--- src/rtl/drive_power_state_machine_defines.svh ---
// assertion macros for the drive power state machine
// used by the top level; expects i_clk and i_rst_n in scope
`ifndef DRIVE_POWER_STATE_MACHINE_DEFINES_SVH
`define DRIVE_POWER_STATE_MACHINE_DEFINES_SVH

// same-cycle implication, checked out of reset
`define DPSM_ASSERT_NOW(lbl, ante, cons) \
    lbl: assert property (@(posedge i_clk) disable iff (!i_rst_n) (ante) |-> (cons)) \
        else $error("dpsm: same-cycle check failed");

// next-cycle implication, checked out of reset
`define DPSM_ASSERT_NEXT(lbl, ante, cons) \
    lbl: assert property (@(posedge i_clk) disable iff (!i_rst_n) (ante) |=> (cons)) \
        else $error("dpsm: next-cycle check failed");

`endif

--- src/rtl/dpsm_pkg.sv ---
// shared types, codes and status masks of the drive power state machine
// no dependencies
`timescale 1ns / 1ps

package dpsm_pkg;

    // object write commands
    localparam logic [1:0] CMD_CONTROL_WORD = 2'd0;
    localparam logic [1:0] CMD_OP_MODE      = 2'd1;

    // control word bit positions
    localparam int CW_SO   = 0;
    localparam int CW_EV   = 1;
    localparam int CW_QS   = 2;
    localparam int CW_EO   = 3;
    localparam int CW_NSP  = 4;
    localparam int CW_REL  = 6;
    localparam int CW_FR   = 7;
    localparam int CW_HALT = 8;

    // status word masks
    localparam logic [15:0] SB_RTSO  = 16'h0001;
    localparam logic [15:0] SB_SO    = 16'h0002;
    localparam logic [15:0] SB_OE    = 16'h0004;
    localparam logic [15:0] SB_FAULT = 16'h0008;
    localparam logic [15:0] SB_QS    = 16'h0020;
    localparam logic [15:0] SB_SOD   = 16'h0040;

    // operation modes
    localparam logic [7:0] MODE_PROFILE_VEL = 8'd3;
    localparam logic [7:0] MODE_PROFILE_TRQ = 8'd4;
    localparam logic [7:0] MODE_MAX         = 8'd10;

    typedef enum logic [2:0] {
        ST_NOT_READY      = 3'd0,
        ST_DISABLED       = 3'd1,
        ST_READY          = 3'd2,
        ST_SWITCHED_ON    = 3'd3,
        ST_ENABLED        = 3'd4,
        ST_QUICK_STOP     = 3'd5,
        ST_FAULT_REACTION = 3'd6,
        ST_FAULT          = 3'd7
    } t_drive_state;

    typedef enum logic [1:0] {
        ACT_NONE = 2'd0,
        ACT_STOP = 2'd1,
        ACT_VEL  = 2'd2,
        ACT_TRQ  = 2'd3
    } t_motor_action;

    typedef struct packed {
        t_drive_state state;
        logic [15:0]  status;
        logic [7:0]   active_mode;
        logic [7:0]   tracked_mode;
        logic [7:0]   shown_mode;
        logic         halt;
        logic         relative;
        logic         setpoint;
    } t_drive_regs;

    typedef struct packed {
        logic [15:0]   stat_bits;
        t_drive_state  drive_state;
        logic [7:0]    mode_display;
        logic          mode_rejected;
        logic          halt_flag;
        logic          relative_flag;
        logic          new_setpoint_flag;
        t_motor_action motor_action;
    } t_result;

    // status bits set on entry to a state
    function automatic logic [15:0] entry_set(input t_drive_state st);
        logic [15:0] m;
        unique case (st)
            ST_DISABLED:    m = SB_SOD;
            ST_READY:       m = SB_RTSO | SB_QS;
            ST_SWITCHED_ON: m = SB_RTSO | SB_SO | SB_QS;
            ST_ENABLED:     m = SB_RTSO | SB_SO | SB_OE | SB_QS;
            ST_QUICK_STOP:  m = SB_RTSO | SB_SO | SB_OE;
            default:        m = '0;
        endcase
        return m;
    endfunction

    // status bits cleared on entry to a state
    function automatic logic [15:0] entry_clr(input t_drive_state st);
        logic [15:0] m;
        unique case (st)
            ST_DISABLED:    m = SB_RTSO | SB_SO | SB_OE | SB_FAULT;
            ST_READY:       m = SB_SO | SB_OE | SB_FAULT | SB_SOD;
            ST_SWITCHED_ON: m = SB_OE | SB_FAULT | SB_SOD;
            ST_ENABLED:     m = SB_FAULT | SB_SOD;
            ST_QUICK_STOP:  m = SB_FAULT | SB_QS | SB_SOD;
            default:        m = '0;
        endcase
        return m;
    endfunction

endpackage

--- src/rtl/dpsm_core.sv ---
// next-state and result logic for one object write
// depends on dpsm_pkg
`timescale 1ns / 1ps

module dpsm_core (
    input  dpsm_pkg::t_drive_regs i_regs,
    input  logic [1:0]            i_command,
    input  logic [7:0]            i_sub_index,
    input  logic [15:0]           i_write_value,
    output dpsm_pkg::t_drive_regs o_regs,
    output dpsm_pkg::t_result     o_result
);

    logic                    cw_shutdown;
    logic                    cw_disable;
    logic                    cw_swon;
    logic                    cw_enable_op;
    logic                    cw_qstop;
    logic                    cw_freset;
    logic                    is_control;
    logic                    is_mode;
    logic                    mode_ok;
    logic                    take_go;
    dpsm_pkg::t_drive_state  target;
    dpsm_pkg::t_motor_action act;
    logic                    rejected;
    logic [15:0]             cw;
    logic [7:0]              mode_byte;

    assign cw        = i_write_value;
    assign mode_byte = i_write_value[7:0];

    assign cw_shutdown  = !cw[dpsm_pkg::CW_FR] && cw[dpsm_pkg::CW_QS]
                          && cw[dpsm_pkg::CW_EV] && !cw[dpsm_pkg::CW_SO];
    assign cw_disable   = !cw[dpsm_pkg::CW_FR] && !cw[dpsm_pkg::CW_EV];
    assign cw_swon      = !cw[dpsm_pkg::CW_FR] && !cw[dpsm_pkg::CW_EO]
                          && cw[dpsm_pkg::CW_QS] && cw[dpsm_pkg::CW_EV]
                          && cw[dpsm_pkg::CW_SO];
    assign cw_enable_op = !cw[dpsm_pkg::CW_FR] && cw[dpsm_pkg::CW_EO]
                          && cw[dpsm_pkg::CW_QS] && cw[dpsm_pkg::CW_EV]
                          && cw[dpsm_pkg::CW_SO];
    assign cw_qstop     = !cw[dpsm_pkg::CW_FR] && !cw[dpsm_pkg::CW_QS]
                          && cw[dpsm_pkg::CW_EV];
    assign cw_freset    = cw[dpsm_pkg::CW_FR];

    assign is_control = (i_sub_index == 8'd0) && (i_command == dpsm_pkg::CMD_CONTROL_WORD);
    assign is_mode    = (i_sub_index == 8'd0) && (i_command == dpsm_pkg::CMD_OP_MODE);
    // signed byte in 0..10
    assign mode_ok    = !mode_byte[7] && (mode_byte <= dpsm_pkg::MODE_MAX);

    always_comb begin
        o_regs   = i_regs;
        take_go  = 1'b0;
        target   = i_regs.state;
        act      = dpsm_pkg::ACT_NONE;
        rejected = 1'b0;

        if (is_control) begin
            // the transition tests of each state never match together
            unique case (i_regs.state)
                dpsm_pkg::ST_NOT_READY: begin
                    take_go = 1'b1;
                    target  = dpsm_pkg::ST_DISABLED;
                end
                dpsm_pkg::ST_DISABLED: begin
                    if (cw_shutdown) begin
                        take_go = 1'b1;
                        target  = dpsm_pkg::ST_READY;
                    end
                end
                dpsm_pkg::ST_READY: begin
                    if (cw_freset) begin
                        take_go = 1'b1;
                        target  = dpsm_pkg::ST_READY;
                    end else if (cw_swon) begin
                        take_go = 1'b1;
                        target  = dpsm_pkg::ST_SWITCHED_ON;
                    end else if (cw_disable) begin
                        take_go = 1'b1;
                        target  = dpsm_pkg::ST_DISABLED;
                    end
                end
                dpsm_pkg::ST_SWITCHED_ON: begin
                    if (cw_enable_op) begin
                        take_go = 1'b1;
                        target  = dpsm_pkg::ST_ENABLED;
                    end else if (cw_shutdown) begin
                        take_go = 1'b1;
                        target  = dpsm_pkg::ST_READY;
                    end else if (cw_disable) begin
                        take_go = 1'b1;
                        target  = dpsm_pkg::ST_DISABLED;
                    end
                end
                dpsm_pkg::ST_ENABLED: begin
                    if (cw_qstop) begin
                        take_go = 1'b1;
                        target  = dpsm_pkg::ST_QUICK_STOP;
                        act     = dpsm_pkg::ACT_STOP;
                    end else if (cw_swon) begin
                        take_go = 1'b1;
                        target  = dpsm_pkg::ST_SWITCHED_ON;
                    end else if (cw_shutdown) begin
                        take_go = 1'b1;
                        target  = dpsm_pkg::ST_READY;
                    end else if (cw_disable) begin
                        take_go = 1'b1;
                        target  = dpsm_pkg::ST_DISABLED;
                    end
                    o_regs.relative = cw[dpsm_pkg::CW_REL];
                    o_regs.halt     = cw[dpsm_pkg::CW_HALT];
                    o_regs.setpoint = cw[dpsm_pkg::CW_NSP];
                    // mode change seen while running: stop, maybe restart
                    if (i_regs.tracked_mode != i_regs.active_mode) begin
                        o_regs.tracked_mode = i_regs.active_mode;
                        priority if (i_regs.active_mode == dpsm_pkg::MODE_PROFILE_VEL) begin
                            act = dpsm_pkg::ACT_VEL;
                        end else if (i_regs.active_mode == dpsm_pkg::MODE_PROFILE_TRQ) begin
                            act = dpsm_pkg::ACT_TRQ;
                        end else begin
                            act = dpsm_pkg::ACT_STOP;
                        end
                    end
                end
                dpsm_pkg::ST_QUICK_STOP: begin
                    if (cw_disable) begin
                        take_go = 1'b1;
                        target  = dpsm_pkg::ST_DISABLED;
                    end else if (cw_enable_op) begin
                        take_go = 1'b1;
                        target  = dpsm_pkg::ST_ENABLED;
                    end
                end
                dpsm_pkg::ST_FAULT_REACTION, dpsm_pkg::ST_FAULT: begin
                end
            endcase
            if (take_go) begin
                o_regs.state  = target;
                o_regs.status = (i_regs.status & ~dpsm_pkg::entry_clr(target))
                                | dpsm_pkg::entry_set(target);
            end
        end else if (is_mode) begin
            if (mode_ok) begin
                o_regs.active_mode = mode_byte;
            end else begin
                rejected = 1'b1;
            end
            o_regs.shown_mode = mode_byte;
        end

        o_result.stat_bits         = o_regs.status;
        o_result.drive_state       = o_regs.state;
        o_result.mode_display      = o_regs.shown_mode;
        o_result.mode_rejected     = rejected;
        o_result.halt_flag         = o_regs.halt;
        o_result.relative_flag     = o_regs.relative;
        o_result.new_setpoint_flag = o_regs.setpoint;
        o_result.motor_action      = act;
    end

endmodule

--- src/rtl/drive_power_state_machine.sv ---
// CiA 402 drive power state machine: one object write in, one status word out per cycle
// while the result side keeps up. The write is taken whenever the result register is
// empty or being drained; its result is registered and appears in the cycle after
// acceptance. The next-state logic in dpsm_core is combinational and feeds the single
// result register.
// Depends on dpsm_pkg, dpsm_core and drive_power_state_machine_defines.svh.
`timescale 1ns / 1ps
`include "drive_power_state_machine_defines.svh"

module drive_power_state_machine (
    input  logic        i_clk,
    input  logic        i_rst_n,
    input  logic        s_axis_tvalid,
    output logic        s_axis_tready,
    input  logic [23:0] s_axis_tdata,  // sub_index[7:0], write_value[23:8]
    input  logic [1:0]  s_axis_tuser,  // command[1:0]
    output logic        m_axis_tvalid,
    input  logic        m_axis_tready,
    // stat_bits[15:0], drive_state[18:16], mode_display[26:19], mode_rejected[27],
    // halt_flag[28], relative_flag[29], new_setpoint_flag[30], motor_action[32:31]
    output logic [39:0] m_axis_tdata
);

    dpsm_pkg::t_drive_regs r_regs;
    dpsm_pkg::t_drive_regs n_regs;
    dpsm_pkg::t_result     r_result;
    dpsm_pkg::t_result     n_result;
    logic                  r_out_valid;
    logic                  n_out_valid;
    logic                  in_fire;

    assign s_axis_tready = !r_out_valid || m_axis_tready;
    assign in_fire       = s_axis_tvalid && s_axis_tready;

    dpsm_core u_core (
        .i_regs        (r_regs),
        .i_command     (s_axis_tuser),
        .i_sub_index   (s_axis_tdata[7:0]),
        .i_write_value (s_axis_tdata[23:8]),
        .o_regs        (n_regs),
        .o_result      (n_result)
    );

    always_comb begin
        priority if (in_fire) begin
            n_out_valid = 1'b1;
        end else if (m_axis_tready) begin
            n_out_valid = 1'b0;
        end else begin
            n_out_valid = r_out_valid;
        end
    end

    always_ff @(posedge i_clk) begin
        if (!i_rst_n) begin
            r_regs      <= '0;
            r_out_valid <= 1'b0;
        end else begin
            r_out_valid <= n_out_valid;
            if (in_fire) begin
                r_regs <= n_regs;
            end
        end
    end

    // result word, no reset needed
    always_ff @(posedge i_clk) begin
        if (in_fire) begin
            r_result <= n_result;
        end
    end

    assign m_axis_tvalid = r_out_valid;
    assign m_axis_tdata  = {7'd0,
                            r_result.motor_action,
                            r_result.new_setpoint_flag,
                            r_result.relative_flag,
                            r_result.halt_flag,
                            r_result.mode_rejected,
                            r_result.mode_display,
                            r_result.drive_state,
                            r_result.stat_bits};

    `DPSM_ASSERT_NEXT(a_fire_gives_word, in_fire, r_out_valid)
    `DPSM_ASSERT_NEXT(a_state_holds_idle, !in_fire, $stable(r_regs))
    `DPSM_ASSERT_NOW(a_no_fault_states, 1'b1,
        (r_regs.state != dpsm_pkg::ST_FAULT_REACTION) && (r_regs.state != dpsm_pkg::ST_FAULT))
    `DPSM_ASSERT_NOW(a_enabled_status, r_regs.state == dpsm_pkg::ST_ENABLED,
        (r_regs.status & (dpsm_pkg::SB_OE | dpsm_pkg::SB_QS))
            == (dpsm_pkg::SB_OE | dpsm_pkg::SB_QS))
    `DPSM_ASSERT_NOW(a_reject_only_bad_mode, r_out_valid && r_result.mode_rejected,
        r_result.mode_display[7] || (r_result.mode_display > dpsm_pkg::MODE_MAX))

endmodule

--- config.mk ---
export PLATFORM = sky130hd
export DESIGN_NAME = drive_power_state_machine
export DESIGN_NICKNAME = d
export VERILOG_FILES = /design/src/rtl/dpsm_pkg.sv /design/src/rtl/dpsm_core.sv /design/src/rtl/drive_power_state_machine.sv
export VERILOG_INCLUDE_DIRS = /design/src /design/src/rtl
export SDC_FILE = /design/constraint.sdc
export NUM_CORES = 1
export LEC_CHECK = 0
export BUFFER_PORTS_ARGS = -buffer_cell sky130_fd_sc_hd__buf_4
export CAP_MARGIN = 20
export CORE_MARGIN = 10
export CORE_UTILIZATION = 40
export CTS_BUF_LIST = sky130_fd_sc_hd__clkbuf_8
export DETAILED_ROUTE_END_ITERATION = 8
export PLACE_DENSITY_LB_ADDON = 0.12
export RECOVER_POWER = 50
export SLEW_MARGIN = 20
export SYNTH_ARGS = -nofsm -noshare
export SYNTH_HDL_FRONTEND = slang
export SYNTH_SLANG_ARGS = --single-unit
--- constraint.sdc ---
create_clock -name i_clk -period 4.9 [get_ports i_clk]
set_input_delay 0.245 -clock i_clk [delete_from_list [all_inputs] [get_ports i_clk]]
set_output_delay 0.245 -clock i_clk [all_outputs]
set_load 0.005 [all_outputs]
; Yosys cells after proc, flatten, opt, wreduce, memory -nomap -nowiden
; Cells that the tools add are included.
[totals]
ff_bits = 80
input_bits = 30
out_inout_bits = 42
wordCells = 113
[op_classes]
order_cmp = 1
eq_ne = 14
mux = 43
bitwise_logic = 5
reduce_logical = 33
[ops]
columns = op, count
row1 = $pmux W7 S5, 2
row2 = $mux W16, 4
row3 = $mux W3, 13
row4 = $mux W19, 2
row5 = $logic_and A1 B1 Y1, 18
row6 = $pmux W3 S6, 1
row7 = $and A16 B16 Y16, 1
row8 = $mux W8, 2
row9 = $not A16 Y16, 1
row10 = $or A16 B16 Y16, 1
row11 = $mux W1, 15
row12 = $eq A3 B2 Y1 const B, 4
row13 = $eq A3 B3 Y1 const B, 4
row14 = $eq A8 B2 Y1 const B, 1
row15 = $eq A8 B3 Y1 const B, 1
row16 = $le A8 B4 Y1 const B, 1
row17 = $logic_not A8 Y1, 1
row18 = $ne A8 B8 Y1, 1
row19 = $reduce_and A4 Y1, 2
row20 = $eq A3 B1 Y1 const B, 2
row21 = $logic_not A1 Y1, 6
row22 = $mux W2, 3
row23 = $pmux W1 S6, 1
row24 = $logic_not A3 Y1, 1
row25 = other kinds (7), 8

; Logic depth before layout (Yosys ltp)
; Gate-level depths: netlist of run 1.
[logic_depth]
ltp_word = 18
mapped_depth = 8
ltp_nobuf = 6

; Hierarchy
; A second synthesis of run 1 with hierarchy kept.
[unflattened]
cells_unflattened = 430
hier_area_um2 = 4230.3
[by_module_without_submodules]
columns = module, instances, cells_each, area_per_inst_um2, seq_area_each_um2
row1 = drive_power_state_machine, 1, 245, 2920.3, 1931.9
row2 = dpsm_core, 1, 185, 1310.0, 0.0

; Worst setup path after synthesis of run 1
; OpenSTA, ideal clock, no wires.
[synth_timing]
kind = reg2reg
start = register r_out_valid, in the netlist m_axis_tvalid
end = register r_result, in the netlist m_axis_tdata[0] (enable)
setup_time_ps = 397
arrival_time_ps = 1641
setup_slack_ps = 2862
path_stages_with_launch = 5
path_buffers = 1
period_less_slack_ps = 2038
path_cell_list = dfxtp_1 -> nand2b_1 -> nand2_1 -> inv_2 -> buf_1
[synth_via]
elab_chain_len = 3
[synth_rtl]
columns = item, line
row1 = start: declaration, drive_power_state_machine.sv:28  ; logic r_out_valid;
row2 = start signal: assignment, drive_power_state_machine.sv:59  ; r_out_valid <= n_out_valid;
row3 = $logic_not A1 Y1, drive_power_state_machine.sv:32  ; assign s_axis_tready = !r_out_valid || m_axis_tready;
row4 = $logic_or A1 B1 Y1, drive_power_state_machine.sv:32
row5 = via s_axis_tready, drive_power_state_machine.sv:14  ; output logic s_axis_tready,
row6 = $logic_and A1 B1 Y1, drive_power_state_machine.sv:33  ; assign in_fire = s_axis_tvalid && s_axis_tready;
row7 = via in_fire, drive_power_state_machine.sv:30  ; logic in_fire;
row8 = end signal: assignment, drive_power_state_machine.sv:69  ; r_result <= n_result;
row9 = end: declaration, drive_power_state_machine.sv:26  ; dpsm_pkg::t_result r_result;
; The timed path passes the listed nets, and every way through them passes these cells.
; A chain may end at the register's enable or synchronous reset.

==> results of run 1 <==
[through the flow]
stage	worst slack [ns]	cell area (sq um)
finish	2.52	3430
global route	2.32	3430
detailed placement	2.48	3280
global placement	2.48	3280
floorplan	2.86	2980
CTS	2.52	3450
[state kept, by name, indices dropped and copies added, names as in the netlist]
register	cells
m_axis_tdata	23
m_axis_tvalid	1
r_regs	36
[worst paths after layout]
kind	startpoint	endpoint	slack, ns	cells after the start
worst max-delay path	r_regs[45]	m_axis_tdata[1]	2.52	6
worst min-delay path	s_axis_tvalid	m_axis_tvalid	0.17	3
worst max register to register	r_regs[45]	m_axis_tdata[1]	2.52	6
worst min register to register	r_regs[30]	r_regs[30]	0.43	2
[layer usage]
| layer | GRT usage | part of all wire |
|---|---|---|
| met1 | 0.147 | 0.47 |
| met5 | 0 | 0 |
| met2 | 0.192 | 0.47 |
| met3 | 0.0335 | 0.045 |
| met4 | 0.0500 | 0.020 |
[layout by cell type, fill, tap and decap left out, types with 2 or more instances in the layout]
master	instances
nor2_1	49
dfxtp_1	37
clkbuf_4	27
edfxtp_1	23
buf_4	21
conb_1	17
nand2_1	15
a21oi_1	15
nor3_1	15
mux2i_1	12
clkbuf_8	9
nand3_1	8
mux2_1	8
xnor2_1	8
nand4_1	6
and3_1	6
inv_1	5
nand2b_1	4
clkinv_1	4
o31ai_1	4
o21ai_1	4
o211a_1	4
a21boi_0	3
or3_1	3
mux2_2	3
o21a_1	3
nor4b_1	3
and2_1	2
a211oi_1	2
nor4_1	2
o32a_1	2
o21ai_0	2
[power groups by stage]
stage	clock network, W	registers [W]	logic, W
2_1_floorplan	0	0.000556	0.0000548
3_3_place_gp	0	0.000554	0.0000909
3_5_place_dp	0	0.000555	0.0000915
4_1_cts	0.000407	0.000544	0.0000915
5_1_grt	0.000432	0.000545	0.0000988
6_report	0.000396	0.000543	0.0000872
[layout make-up]
cell class / instances / area share
clock inverter: 5 / 0.0135
tap: 99 / 0.0361
timing repair buffer: 49 / 0.106
inverter: 6 / 0.00657
sequential: 60 / 0.418
clock buffer: 9 / 0.0361
multi-input combinational: 218 / 0.384
[tightest hold or removal path: stages]
cell and delay (ns):
buf_4 0.08, inv_1 0.03, a21oi_1 0.10
[cells by family (layout without fill, tap and decap cells)]
kind of cell / after synthesis / count (layout) / synth area share
compound gates: 50 / 50 / 0.118
simple gates: 120 / 120 / 0.208
mux: 23 / 23 / 0.0836
other cells: 1 / 17 / 0.00128
xor+xnor: 8 / 8 / 0.0240
flops: 60 / 60 / 0.490
buf+inv: 40 / 69 / 0.0746
==> summary.md, run 1 <==
| Metric | Value |
|---|---|
| Power Total | `0.00103 W` |
| Initial antenna violation count | `0` |
| Count leader, synth | `nor2_1` |
| Slew @ Worst Pin | `0.840 ns` |
| Total gr overflow | `0` |
| Crit path kind | `flip-flop to flip-flop` |
| Port bufs | `47` |
| Clk pin slew, worst setup/hold paths | `0.06 ns` |
| Post-CTS Setup Inserts | `0` |
| Library cells used by synthesis | `53` |
| Total number of vias | `2271` |
| FF+latch area | `1430 sq um` |
| Startpoint class of the critical path | `flip-flop` |
| Final Hold Slack | `0.170 ns` |
| TritonCTS clock tree | `done` |
| Post-synth top area cell | `dfxtp_1` |
| Unrepaired setup endpoints after global routing | `no` |
| Resize count post-CTS | `0` |
| Skew-Pair Late Insertion Delay | `0.32 ns` |
| Drt pass-1 iters | `4` |
| Worst path cell trace | `nand2b_1 -> a21oi_1 -> a211oi_1 -> o32a_1 -> nor2_1 -> a211o_1` |
| Finish-stage setup viols | `0` |
| Sw Ratio | `0.222` |
| Layout cell share with drive strength beyond 1 | `0.187` |
| Hold_buf cts | `0` |
| Initial DRC Count | `116` |
| Leakage power | `1.47 nW` |
| Seq cells post-synth | `60` |
| Diode count | `0` |
| GRT Total Usage | `0.119` |
| Setup TNS | `0 ns` |
| DRC Markers | `0` |
| GP Congestion | `0.795` |
| Synth Flop Type | `dfxtp_1` |
| Final hold vios | `0` |
| Warnings, synthesis | `0` |
| Fillers | `700` |
| Comb power frac | `0.085` |
| Area Growth Syn to Fin | `17.4%` |
| Sequential share of power | `0.530` |
| CTS H-tree lvls | `3` |
| Syn avg cell area | `9.67 sq um` |
| Pint | `0.000799 W` |
| Die Span Y | `105 microns` |
| Skew final | `0.00504 ns` |
| Yosys top cell area share | `0.254` |
| Final cell count without fillers | `446` |
| Worst Hold Class | `primary input to flip-flop` |
| Num ports | `72` |
| Pins Over Slew Limit | `0` |
| Antenna Nets Post-Route | `0` |
| Post-synth ARST share | `0` |
| Worst slew margin | `0.437` |
| Placeable Area | `7180 sq um` |
| CP bufs+invs | `0` |
| Core Rows | `31` |
| Crit-path leading delay family | `compound AO/OA/AOI/OAI gates` |
| Post-synth EDFFs | `23` |
| Final #Nets | `374` |
| Worst Path Required | `4.98 ns` |
| Worst setup EP type | `flip-flop` |
| Crit-path slowest cell | `dfxtp_1` |
| WL/cell | `14.6 microns` |
| Drt total wl | `6530 microns` |
| Final Util | `0.478` |
| Tcrit/Tclk final | `0.486` |
| Most instantiated cells after synthesis | `49 x nor2_1, 37 x dfxtp_1, 23 x edfxtp_1, 17 x buf_4` |
| Clock tree root buffer cell | `clkbuf_8` |
| Clock tree buffer depth | `2` |
| Multi-input logic area | `1320 sq um` |
| First-pass GRT wire length | `11000 microns` |
| Max incr delay on CP | `0.55 ns` |
| Psw | `0.000228 W` |
| Fmax | `0.420 GHz` |
| Final HPWL DP | `4580 microns` |
| CP Max Fanout | `14` |
| Mapped Cells | `302` |
| Clock power share | `0.386` |
| Min cycle time layout | `2.38 ns` |
| VDD IR max | `0.000126 V` |
| CTS sink cnt | `60` |
| Largest net degree at the start of global routing | `42` |
| Synthesized cell area | `2920 sq um` |
| DR vias/cell | `5.09` |
| Sequential share of the synthesized area | `0.490` |
| Cell Count Post-Placement | `432` |
| Total of max-cap violations | `0` |
| Starting Density | `0.407` |
| Cts bufs inserted | `9` |
| Die Area | `11100 sq um` |
| Outcome | `completed` |
| Number of global-route vias before repair | `2258` |
| Die width | `105 microns` |
| PwrDens | `299 nW/um^2` |
| Top cells by area, synth | `dfxtp_1 25%, edfxtp_1 24%, nor2_1 6.3%` |
| Arrival time worst endpoint | `2.46 ns` |
(Power assumes the default switching activity.)
==> run 2, diff against run 1 <==
==> constraint.sdc (replaced) <==
create_clock -name i_clk -period 2.17 [get_ports i_clk]
set_input_delay 0.1085 -clock i_clk [delete_from_list [all_inputs] [get_ports i_clk]]
set_output_delay 0.1085 -clock i_clk [all_outputs]
set_load 0.005 [all_outputs]
==> run 2 against run 1 <==
  * Critical path depth increased by 1
  * Routed wire length increased by 2.1%
  * Clock-buffer cell count unchanged
  * Die area unchanged
  * Clock power increased to 2.6 times the previous value
  * Power increased by 140%
  * Hold slack got worse by 0.15 ns
  * Register-to-register slack got worse by 2.3 ns
  * Via count increased by 2.3%
  * Final cell count increased by 3.1%
  * Sequential power increased by 130%
  * First-iteration DRC count decreased by 1.7%
  * Critical endpoint is now r_regs[43]
==> summary.md, run 2 (same netlist as run 1, synthesis figures left out) <==
| Metric | Value |
|---|---|
| Outcome | `completed` |
| Clock tree root buffer cell | `clkbuf_8` |
| WL/cell | `14.5 microns (-1.1%)` |
| Min cycle time layout | `1.97 ns (-0.409 ns)` |
| Critical Path Source | `r_regs[44]` |
| Drt total wl | `6660 microns (+2.1%)` |
| Fin area | `3550 sq um (+3.5%)` |
| Crit path depth | `7 (+1)` |
| CTS H-tree lvls | `3 (unchanged)` |
| WHS Path Cells | `3 (unchanged)` |
| CTS sink cnt | `60 (unchanged)` |
| Skew final | `0.00882 ns (+0.00378 ns)` |
| Slew @ Worst Pin | `0.827 ns (-0.0133 ns)` |
| Worst Path Required | `2.39 ns (-2.59 ns)` |
| Diode count | `0 (unchanged)` |
| Finish-stage setup viols | `0 (unchanged)` |
| Post-Place Worst Slack | `0.122 ns (-2.35 ns)` |
| R2R setup slack | `0.20 ns (-2.32 ns)` |
| Total of max-cap violations | `0 (unchanged)` |
| VDD IR max | `0.000385 V (+210%)` |
| GP Congestion | `0.826 (+3.9%)` |
| Pins Over Slew Limit | `0 (unchanged)` |
| Worst Setup EP | `r_regs[43]` |
| Final cell count without fillers | `460 (+3.1%)` |
| GRT Total Usage | `0.121 (+0.00137)` |
| Cell Area, Placed | `3380 sq um (+3.1%)` |
| Worst slew margin | `0.449 (+0.0123)` |
| Drt pass-1 iters | `4 (unchanged)` |
| Total gr overflow | `0 (unchanged)` |
| Core Rows | `31 (unchanged)` |
| Startpoint class of the critical path | `flip-flop` |
| Arrival time worst endpoint | `2.19 ns (-0.27 ns)` |
| Fmax | `0.507 GHz (+21%)` |
| Port bufs | `47 (unchanged)` |
| Unrepaired setup endpoints after global routing | `no` |
| PwrDens | `697 nW/um^2 (+130%)` |
| Antenna Nets Post-Route | `0 (unchanged)` |
| Worst Hold Class | `primary input to flip-flop` |
| Commonest non-fill, non-tap cell in the layout | `nor2_1` |
| First-pass GRT wire length | `11100 microns (+0.24%)` |
| Tcrit/Tclk final | `0.909 (+0.423)` |
| R2R depth | `7 (+1)` |
| Initial antenna violation count | `0 (unchanged)` |
| Clk pin slew, worst setup/hold paths | `0.07 ns (about the same)` |
| Worst setup EP type | `flip-flop` |
| Num ports | `72 (unchanged)` |
| CP Max Fanout | `11 (-3)` |
| Clock tree buffer depth | `2 (unchanged)` |
| Cts bufs inserted | `9 (unchanged)` |
| Most frequent cells in the layout | `49 x nor2_1, 36 x dfxtp_1, 28 x buf_4` |
| Leakage power | `1.53 nW (+4.5%)` |
| Setup TNS | `0 ns (unchanged)` |
| Placeable Area | `7180 sq um (unchanged)` |
| Max reg flops | `36 (unchanged)` |
| Crit-path leading delay family | `compound AO/OA/AOI/OAI gates` |
| TritonCTS clock tree | `done` |
| R2R Path Start | `r_regs[44]` |
| Final WS setup | `0.198 ns (-2.32 ns)` |
| Number of global-route vias before repair | `2209 (-2.2%)` |
| Worst path cell trace | `nand2b_1 -> a21oi_1 -> a211oi_1 -> o32a_1 -> buf_4 -> nor2_1 -> o211a_1` |
| Crit path kind | `flip-flop to flip-flop` |
| Cell Count Post-Placement | `444 (+2.8%)` |
| Total number of vias | `2323 (+2.3%)` |
| DRC Markers | `0 (unchanged)` |
| Hold_buf cts | `0 (unchanged)` |
| Skew-Pair Late Insertion Delay | `0.33 ns (about the same)` |
| Die Span Y | `105 microns (unchanged)` |
| Die width | `105 microns (unchanged)` |
| Largest Register | `r_regs` |
| Area Growth Syn to Fin | `21.5%` |
| Crit-path slowest cell | `dfxtp_1` |
| Starting Density | `0.407 (unchanged)` |
| Final HPWL DP | `4880 microns (+6.6%)` |
| Reg-to-Reg End | `r_regs[43]` |
| DR vias/cell | `5.05 (-0.82%)` |
| CP bufs+invs | `1 (+1)` |
| Largest net degree at the start of global routing | `23 (-45%)` |
| Initial DRC Count | `114 (-1.7%)` |
| Final #Nets | `386 (+3.2%)` |
| Max incr delay on CP | `0.44 ns (-0.11 ns)` |
| Final hold vios | `0 (unchanged)` |
| Die Area | `11100 sq um (unchanged)` |
| Layout cell share with drive strength beyond 1 | `0.205 (+0.0177)` |
-- run 2: report_power, final --
part,switching (W),internal [W],total (W)
clock,0.000412,0.000632,0.00104
combinational,0.000113,0.0000890,0.000202
sequential,0.0000132,0.00121,0.00123
-- run 2: area by class of cell --
cell class | count | area (sq um)
clock buffer | 9 | 124
timing repair buffer | 61 | 445
multi-input combinational | 218 | 1320
fill | 698 | 3630
inverter | 6 | 22.5
clock inverter | 7 | 83.8
tap | 99 | 124
sequential | 60 | 1430
-- run 2: worst min path at each step --
stage | startpoint | to
6_report | s_axis_tvalid | m_axis_tvalid
5_1_grt | s_axis_tvalid | m_axis_tvalid
4_1_cts | s_axis_tvalid | m_axis_tvalid
3_5_place_dp | s_axis_tvalid | m_axis_tvalid
3_3_place_gp | s_axis_tvalid | m_axis_tvalid
2_1_floorplan | s_axis_tvalid | m_axis_tvalid
-- run 2: tightest hold or removal path, delay by kind of cell --
family	cells	cell delay, ns
buf+inv	2	0.15
compound gates	1	0.05
-- run 2: layer usage --
layer,share of wire,wire [microns],vias to the layer above,global-route usage
met1,0.46,3050,1100,0.150
met3,0.052,347,7,0.0420
met4,0.018,123,0,0.0490
met5,0,0,-,0
met2,0.47,3140,70,0.187
li1,-,-,1146,-
-- run 2: metrics by stage --
stage               power [W]   util  hold WS [ns]
floorplan             0.00138      -         0.238
global placement      0.00147  0.471         0.362
detailed placement    0.00147  0.471         0.375
CTS                   0.00252  0.500        0.0123
global route          0.00258  0.494        0.0225
finish                0.00247  0.494        0.0237
-- run 2: repair_timing --
item | in CTS | in global routing
buffers inserted | 0 | 0
endpoints found under the setup margin | 0 | 6
resized for setup | 0 | 1
==> run 3, diff against run 2 <==
--- a/config.mk
+++ b/config.mk
@@ -8,8 +8,10 @@
 export LEC_CHECK = 0
 export BUFFER_PORTS_ARGS = -buffer_cell sky130_fd_sc_hd__buf_4
 export CAP_MARGIN = 20
+export CELL_PAD_IN_SITES_DETAIL_PLACEMENT = 1
+export CELL_PAD_IN_SITES_GLOBAL_PLACEMENT = 2
 export CORE_MARGIN = 10
-export CORE_UTILIZATION = 40
+export CORE_UTILIZATION = 30
 export CTS_BUF_LIST = sky130_fd_sc_hd__clkbuf_8
 export DETAILED_ROUTE_END_ITERATION = 8
 export PLACE_DENSITY_LB_ADDON = 0.12
==> run 3 against run 2 <==
  * Hold slack improved by 0.00088 ns
  * Largest power group unchanged
  * Via count rose by 0.52%
  * Global-route usage shrank 0.53 points
  * Sequential share of layout area decreased by 0.37 points
  * Setup slack lost 0.050 ns
  * First-iteration DRC count down 44%
  * Combinational power grew 4%
  * Cell area is 0.92% higher
  * Clock skew increased by 0.00054 ns
  * Final cell count grew 6.1%
  * Sequential power barely moved
==> summary.md, run 3 (same netlist as run 1, synthesis figures left out) <==
| Metric | Value |
|---|---|
| Outcome | `completed` |
| Final WS setup | `0.148 ns (-0.0500 ns)` |
| CTS sink cnt | `60 (unchanged)` |
| WHS Path Cells | `3 (unchanged)` |
| Setup TNS | `0 ns (unchanged)` |
| GP Congestion | `0.753 (-8.8%)` |
| Commonest non-fill, non-tap cell in the layout | `nor2_1` |
| Diode count | `0 (unchanged)` |
| Crit path kind | `flip-flop to flip-flop` |
| First-pass GRT wire length | `13300 microns (+20%)` |
| Total gr overflow | `0 (unchanged)` |
| Worst Hold Class | `primary input to flip-flop` |
| Antenna Nets Post-Route | `0 (unchanged)` |
| Finish-stage setup viols | `0 (unchanged)` |
| Final HPWL DP | `5790 microns (+19%)` |
| Critical Path Source | `r_regs[44]` |
| VDD IR max | `0.000334 V (-13%)` |
| Total number of vias | `2335 (+0.52%)` |
| Num ports | `72 (unchanged)` |
| Port bufs | `47 (unchanged)` |
| Drt pass-1 iters | `4 (unchanged)` |
| R2R depth | `6 (-1)` |
| Skew final | `0.00937 ns (+0.000543 ns)` |
| Initial antenna violation count | `0 (unchanged)` |
| Slew @ Worst Pin | `1.17 ns (+0.343 ns)` |
| Hold EP | `m_axis_tvalid` |
| FF+latch area | `1430 sq um (unchanged)` |
| Leakage power | `1.50 nW (-2.2%)` |
| Hold path start | `s_axis_tvalid` |
| Reg-to-Reg End | `m_axis_tdata[1]` |
| TritonCTS clock tree | `done` |
| Multi-input logic area | `1340 sq um (+1.9%)` |
| Final #Nets | `384 (-0.52%)` |
| Fmax | `0.494 GHz (-2.5%)` |
| R2R Path Start | `r_regs[44]` |
| PwrDens | `689 nW/um^2 (-1.2%)` |
| Placeable Area | `9370 sq um (+31%)` |
| WL/cell | `16.4 microns (+13%)` |
| Arrival time worst endpoint | `2.12 ns (-0.07 ns)` |
| Worst Path Required | `2.27 ns (-0.12 ns)` |
| CTS H-tree lvls | `3 (unchanged)` |
| Total of max-cap violations | `0 (unchanged)` |
| Largest net degree at the start of global routing | `22 (-4.3%)` |
| Tcrit/Tclk final | `0.932 (+0.0231)` |
| Clock tree buffer depth | `2 (unchanged)` |
| Starting Density | `0.311 (-0.0953)` |
| Startpoint class of the critical path | `flip-flop` |
| Layout cell share with drive strength beyond 1 | `0.212 (+0.00671)` |
| Worst slew margin | `0.220 (-0.229)` |
| Clk pin slew, worst setup/hold paths | `0.08 ns (about the same)` |
| Most frequent cells in the layout | `49 x nor2_1, 36 x dfxtp_1, 28 x buf_4` |
| Post-CTS Setup Inserts | `0 (unchanged)` |
| GRT Total Usage | `0.115 (-0.00530)` |
| Unrepaired setup endpoints after global routing | `no` |
| Post-Place Worst Slack | `0.0928 ns (-0.0296 ns)` |
| Clock tree root buffer cell | `clkbuf_8` |
| Core Rows | `35 (+13%)` |
| Largest Register | `r_regs` |
| Max reg flops | `36 (unchanged)` |
| Initial DRC Count | `64 (-44%)` |
| Die Span Y | `119 microns (+13%)` |
| Skew-Pair Late Insertion Delay | `0.35 ns (+0.02 ns)` |
| Final hold vios | `0 (unchanged)` |
| Cts bufs inserted | `9 (unchanged)` |
| Fillers | `1110 (+59%)` |
| Cell Area, Placed | `3400 sq um (+0.67%)` |
| Min cycle time layout | `2.02 ns (+0.0500 ns)` |
| Worst setup EP type | `flip-flop` |
| R2R setup slack | `0.15 ns (-0.05 ns)` |
| Die width | `119 microns (+13%)` |
| Number of global-route vias before repair | `2562 (+16%)` |
| Final Util | `0.382 (-0.112)` |
| Area Growth Syn to Fin | `22.6%` |
| CP Max Fanout | `8 (-3)` |
| Pins Over Slew Limit | `0 (unchanged)` |
| Drt total wl | `8000 microns (+20%)` |
| Die Area | `14100 sq um (+27%)` |
| Fin area | `3580 sq um (+0.92%)` |
| DR vias/cell | `4.78 (-5.3%)` |
| DRC Markers | `0 (unchanged)` |
==> run 3: how the worst max path moves through the flow <==
stage	endpoint	depth (start not counted)
after floorplan	m_axis_tdata[0]	4
after global placement	m_axis_tdata[1]	6
after detailed placement	r_regs[28]	8
after CTS	r_regs[28]	7
after global routing	m_axis_tdata[1]	5
final	m_axis_tdata[1]	6
==> run 3: layer usage <==
| layer | track usage | part of all wire | vias to the layer above |
|---|---|---|---|
| li1 | - | - | 1147 |
| met1 | 0.138 | 0.47 | 1130 |
| met2 | 0.180 | 0.46 | 47 |
| met3 | 0.0414 | 0.057 | 11 |
| met4 | 0.0550 | 0.019 | 0 |
| met5 | 0 | 0 | - |
==> run 3: area by class of cell <==
class / instances / area share
multi-input cells: 218 / 0.374
flip-flops and latches: 60 / 0.400
repair buffers: 59 / 0.118
well taps: 129 / 0.0451
clock inverters: 6 / 0.0178
clock buffers: 10 / 0.0384
inverters: 6 / 0.00629
==> run 3: what timing repair did <==
action / in CTS / in global routing
hold buffers: 0 / 0
resized for setup: 0 / 5
setup endpoints to repair: 0 / 7
==> run 3: worst max-delay path: stages (launching register included) <==
cell	delay, ns
dfxtp_1	0.39
nand2b_1	0.25
a21oi_1	0.15
a21oi_1	0.07
o32a_2	0.44
nand2b_1	0.17
a211o_1	0.29
==> run 3: through the flow <==
step / total power (W) / std cells / hold slack [ns]
after global placement: 0.00147 / 472 / 0.370
after global routing: 0.00258 / 488 / 0.0299
after CTS: 0.00251 / 488 / 0.0166
after detailed placement: 0.00148 / 472 / 0.385
after floorplan: 0.00138 / 318 / 0.238
final: 0.00246 / 488 / 0.0246
==> run 3: power by group <==
part / leakage, nW / switching (W) / internal, W / total (W)
clock network: 0.0882 / 0.000471 / 0.000557 / 0.00103
logic: 0.880 / 0.000122 / 0.0000887 / 0.000211
registers: 0.533 / 0.0000138 / 0.00121 / 0.00123
total: 1.50 / 0.000607 / 0.00186 / 0.00246
